==> config.mk <==
export PLATFORM = sky130hd
export DESIGN_NAME = fwsk_div_cell
export DESIGN_NICKNAME = d
export VERILOG_FILES = /design/src/design/assert_macros.svh /design/src/design/fwsk_div_cell.sv
export SDC_FILE = /design/constraint.sdc
export NUM_CORES = 1
export LEC_CHECK = 0
export BUFFER_PORTS_ARGS = -buffer_cell sky130_fd_sc_hd__clkbuf_2
export CAP_MARGIN = 5
export CORE_MARGIN = 1.5
export CORE_UTILIZATION = 45
export DETAILED_ROUTE_END_ITERATION = 6
export GPL_TIMING_DRIVEN = 0
export PLACE_DENSITY = 0.8
export SYNTH_ARGS = -nofsm -noshare
export SYNTH_HDL_FRONTEND = slang
export SYNTH_SLANG_ARGS = --single-unit
==> constraint.sdc <==
create_clock -name aclk -period 2.7 [get_ports aclk]
set_input_delay 0.135 -clock aclk [delete_from_list [all_inputs] [get_ports aclk]]
set_output_delay 0.135 -clock aclk [all_outputs]
set_load 0.02 [all_outputs]
==> src/design/assert_macros.svh <==
// assertion macros used by the top-level design file
`ifndef ASSERT_MACROS_SVH
`define ASSERT_MACROS_SVH

// same-cycle implication, disabled during reset
`define FWSK_ASSERT_IMPL(label, clk, rst_n, pre, post, msg) \
    label: assert property (@(posedge clk) disable iff (!rst_n) (pre) |-> (post)) else $error(msg);

// next-cycle implication, disabled during reset
`define FWSK_ASSERT_NEXT(label, clk, rst_n, pre, post, msg) \
    label: assert property (@(posedge clk) disable iff (!rst_n) (pre) |=> (post)) else $error(msg);

`endif

==> src/design/fwsk_div_cell.sv <==
// one restoring division step over several lanes sharing a divisor
`timescale 1ns / 1ps

module fwsk_div_cell #(
    parameter int LANES  = 1,
    parameter int REM_W  = 27,
    parameter int DEN_W  = 17,
    parameter int Q_W    = 27,
    parameter int SHIFT  = 0,
    parameter int SIDE_W = 1
) (
    input  logic                          aclk,
    input  logic                          aresetn,
    input  logic                          en,
    input  logic                          in_valid,
    input  logic [LANES-1:0][REM_W-1:0]   in_rem,
    input  logic [DEN_W-1:0]              in_den,
    input  logic [LANES-1:0][Q_W-1:0]     in_quo,
    input  logic [SIDE_W-1:0]             in_side,
    output logic                          out_valid,
    output logic [LANES-1:0][REM_W-1:0]   out_rem,
    output logic [DEN_W-1:0]              out_den,
    output logic [LANES-1:0][Q_W-1:0]     out_quo,
    output logic [SIDE_W-1:0]             out_side
);

    localparam int CMP_W = (REM_W > DEN_W + SHIFT) ? REM_W : DEN_W + SHIFT;

    logic                        valid_reg, valid_next;
    logic [LANES-1:0][REM_W-1:0] rem_reg, rem_next;
    logic [LANES-1:0][Q_W-1:0]   quo_reg, quo_next;
    logic [DEN_W-1:0]            den_reg;
    logic [SIDE_W-1:0]           side_reg;
    logic [CMP_W-1:0]            trial;
    logic [CMP_W-1:0]            rem_ext;
    logic [CMP_W-1:0]            diff;

    // trial subtract of the shifted divisor in each lane
    always_comb begin
        trial = CMP_W'(in_den) << SHIFT;
        rem_ext = '0;
        diff = '0;
        for (int l = 0; l < LANES; l++) begin
            rem_ext = CMP_W'(in_rem[l]);
            diff = rem_ext - trial;
            if (rem_ext >= trial) begin
                rem_next[l] = diff[REM_W-1:0];
                quo_next[l] = {in_quo[l][Q_W-2:0], 1'b1};
            end else begin
                rem_next[l] = in_rem[l];
                quo_next[l] = {in_quo[l][Q_W-2:0], 1'b0};
            end
        end
    end

    assign valid_next = en ? in_valid : valid_reg;

    always_ff @(posedge aclk) begin
        if (!aresetn) begin
            valid_reg <= 1'b0;
        end else begin
            valid_reg <= valid_next;
        end
    end

    always_ff @(posedge aclk) begin
        if (en) begin
            rem_reg  <= rem_next;
            quo_reg  <= quo_next;
            den_reg  <= in_den;
            side_reg <= in_side;
        end
    end

    assign out_valid = valid_reg;
    assign out_rem   = rem_reg;
    assign out_den   = den_reg;
    assign out_quo   = quo_reg;
    assign out_side  = side_reg;

endmodule

==> results.yml <==
worst_setup_path:
  start_kind: "primary input"
  crit_required_ns: 2.79
  crit_arrival_ns: 2.60
  cp_slowest_stage_delay_ns: 0.43
  worstSetupEndpointType: "flip-flop"
  cp_top_family: "compound AO/OA/AOI/OAI gates"
  cp_max_fo: 10
  path_buf_inv: 4
  cpMaxStageDelayCell: "a31oi_1"
  path_cells: "clkbuf_2, inv_1, ha_1, a21oi_1, nand2_1, a31o_2, a31oi_1, a21oi_2, nand2b_2, buf_6, buf_12, mux2_4"
  critical_path_class: "primary input to flip-flop"
synth:
  ys_seq_area_frac: 0.5908
  yosysMostFrequentCell: "edfxtp_1"
  synth_top_family_by_area: "compound AO/OA/AOI/OAI gates"
  yosys_warnings: 0
  synthSimpleGateAreaFrac: 0.1006
  synth-seq-cells: 73
  synth_area_leaders: "edfxtp_1 (59%), ha_1 (5.8%), xnor2_1 (3.6%)"
  synth.distinct_cells: 53
  synth-async-reset-ratio: 0
  synth-xor-area-share: 0.04268
  synth_compound_area_frac: 0.1304
  synth_area_leader_cell: "edfxtp_1"
  avgSynthCellArea_sq_um: 12.74
  synthesis.area_sq_um: 3694
  yosysTopAreaCellShare: 0.5854
  synth-edff-count: 72
  synth_cells: 290
  synth_fa_ha_area_frac: 0.06301
  syn_nets: 384
  yosys-top-cells-count: "edfxtp_1 (72), a21oi_1 (22), inv_1 (21)"
  muxShareOfSynthArea: 0.03625
  synth_ff_type: "edfxtp_1"
route:
  totalWireLength_microns: 10110
  first_pass_iters: 5
  final_antenna_net_count: 0
  routed_via_density: 5.316
  drt_iter0_drc: 174
  num_vias: 3184
  drc: 0
  wl_per_cell_microns: 16.88
grt:
  antenna_found_initial: 0
  grt_pass1_wl_microns: 15450
  grt_pass1_vias: 3208
  gr-total-overflow: 0
  grt_max_degree: 74
  grt_usage: 0.2322
timing:
  whs_ns: 0.01383
  period_needed_ns: 2.505
  max-slew-margin-rel: 0.6177
  finalHoldViolations: 0
  max_freq_mhz: 399.2
  setup_violations: 0
  rsz0062_at_grt: "false"
  worst_pin_slew_ns: 0.5682
  final_max_slew_viol_count: 0
  finalClockSkew_ns: 0
  fin_crit_sh: 0.9279
clock_tree:
  clock-root-buffer: "clkbuf_8"
  clk_pin_slew_ns: 0.08
  cts_made_buffers: 9
  tritoncts: "yes"
  post-cts-setup-buffer-count: 0
  clkSinkCount: 73
  clock_path_buffers: 2
  clk_latency_ns: 0.34
  cts_htree_levels: 3
finish:
  syn_to_final_growth_pct: 42.01
  drive_gt1_frac: 0.3823
  n_antenna_cell: 0
  fin_util: 0.6684
  final_nets: 586
place:
  gp_congestion: 0.7933
  place_hpwl_microns: 6829
  portBuffers: 147
power:
  worst_ir_drop_vdd_uv: 351.4
  seq_power_share: 0.459
  combPwrFrac: 0.230
  p_per_area_nw_per_um2: 586.5
  clockPowerShare: 0.312
  intPower_mw: 2.199
  leakage_nw: 2.303
  switching_power_uw: 877.7
  p_sw_frac: 0.2853
worst_hold_path:
  hold_class: "primary input to flip-flop"
die:
  die_h_microns: 93.60
  dieArea_sq_um: 8760
  initial_core_util: 0.4707
  die_w_microns: 93.60
  core_area_sq_um: 7848
  rows: 32
  ioPinCount: 149
status:
  outcome: "finished, final reports clean"
flow_run:
  maxCapViolCount: 0
cell usage in the layout (no fill, tap or decap), types with 2 or more instances in the layout:
cell / instances
a211oi_1: 2
a21o_1: 7
a21oi_1: 21
a31o_2: 3
a31oi_1: 2
and3_1: 4
bufinv_16: 2
clkbuf_1: 5
clkbuf_2: 147
clkbuf_8: 9
dlygate4sd3_1: 43
edfxtp_1: 72
ha_1: 17
inv_1: 21
inv_6: 2
mux2_2: 7
mux2_4: 3
nand2_1: 11
nand2b_1: 3
nand3_1: 5
nand4_1: 4
nor2_1: 17
nor3_1: 9
nor3b_1: 2
nor4_1: 2
o2111ai_1: 3
o211ai_1: 5
o21ai_0: 14
o22ai_1: 3
or3_1: 2
xnor2_1: 15
xor2_1: 3
power by group through the flow:
stage / sequential, mW / combinational, mW / clock, mW
final: 1.41 / 0.706 / 0.959
after global routing: 1.42 / 0.764 / 1.02
after CTS: 1.41 / 0.699 / 0.970
after detailed placement: 1.43 / 0.646 / 0
after global placement: 1.43 / 0.628 / 0
after floorplan: 1.58 / 0.251 / 0
area by class of cell:
type / instances / area, sq um
inverter: 21 / 78.83
timing repair buffer: 191 / 1196
clock inverter: 6 / 90.09
tap: 102 / 127.6
buffer: 8 / 56.30
sequential: 73 / 2182
clock buffer: 10 / 127.6
fill: 593 / 2603
multi-input combinational: 188 / 1386
worst paths after layout:
check	from	endpoint	slack (ns)	depth (start not counted)
setup / recovery	in_den[6]	out_rem[16]	0.19	12
hold / removal	aresetn	out_valid	0.01	2
setup reg to reg	out_valid	out_valid	2.11	2
hold reg to reg	out_valid	out_valid	0.53	2
cells by family (layout without fill, tap and decap cells):
kind of cell    Yosys count  count (layout)
compound gates           73              73
xor+xnor                 18              18
fa+ha+maj                18              18
buf+inv                  29             236
flops                    73              73
mux                      11              11
simple gates             68              68
stage by stage:
| stage | cell area (sq um) | TNS, ns | power [mW] | std cells | worst slack, ns |
|---|---|---|---|---|---|
| final | 5245 | 0 | 3.076 | 599 | 0.1947 |
| after global routing | 5245 | 0 | 3.205 | 599 | 0.008802 |
| after CTS | 5235 | 0 | 3.078 | 599 | 0.01964 |
| after detailed placement | 4587 | -4.197 | 2.080 | 540 | -0.3117 |
| after global placement | 4557 | -3.661 | 2.059 | 539 | -0.2915 |
| after floorplan | 3694 | 0 | 1.829 | 290 | 0.2777 |
registers in the layout, summed over array words and instances (netlist names):
| register | flops |
|---|---|
| out_quo | 27 |
| out_rem | 27 |
| out_den | 17 |
| out_side | 1 |
| out_valid | 1 |
layer usage:
layer | up-vias | GRT usage | wire length [microns]
met4 | 0 | 0.07960 | 216
met2 | 157 | 0.4300 | 5222
met3 | 24 | 0.05447 | 761
met1 | 1487 | 0.2589 | 3909
met5 | - | 0 | 0
li1 | 1516 | - | -
repair_timing:
| item | 4_1_cts | 5_1_grt |
|---|---|---|
| gates resized for setup | 0 | 4 |
| endpoints found under the setup margin | 0 | 19 |
| hold endpoints to repair | 43 | 0 |
| hold buffers | 43 | 0 |
(Power assumes the default switching activity.)
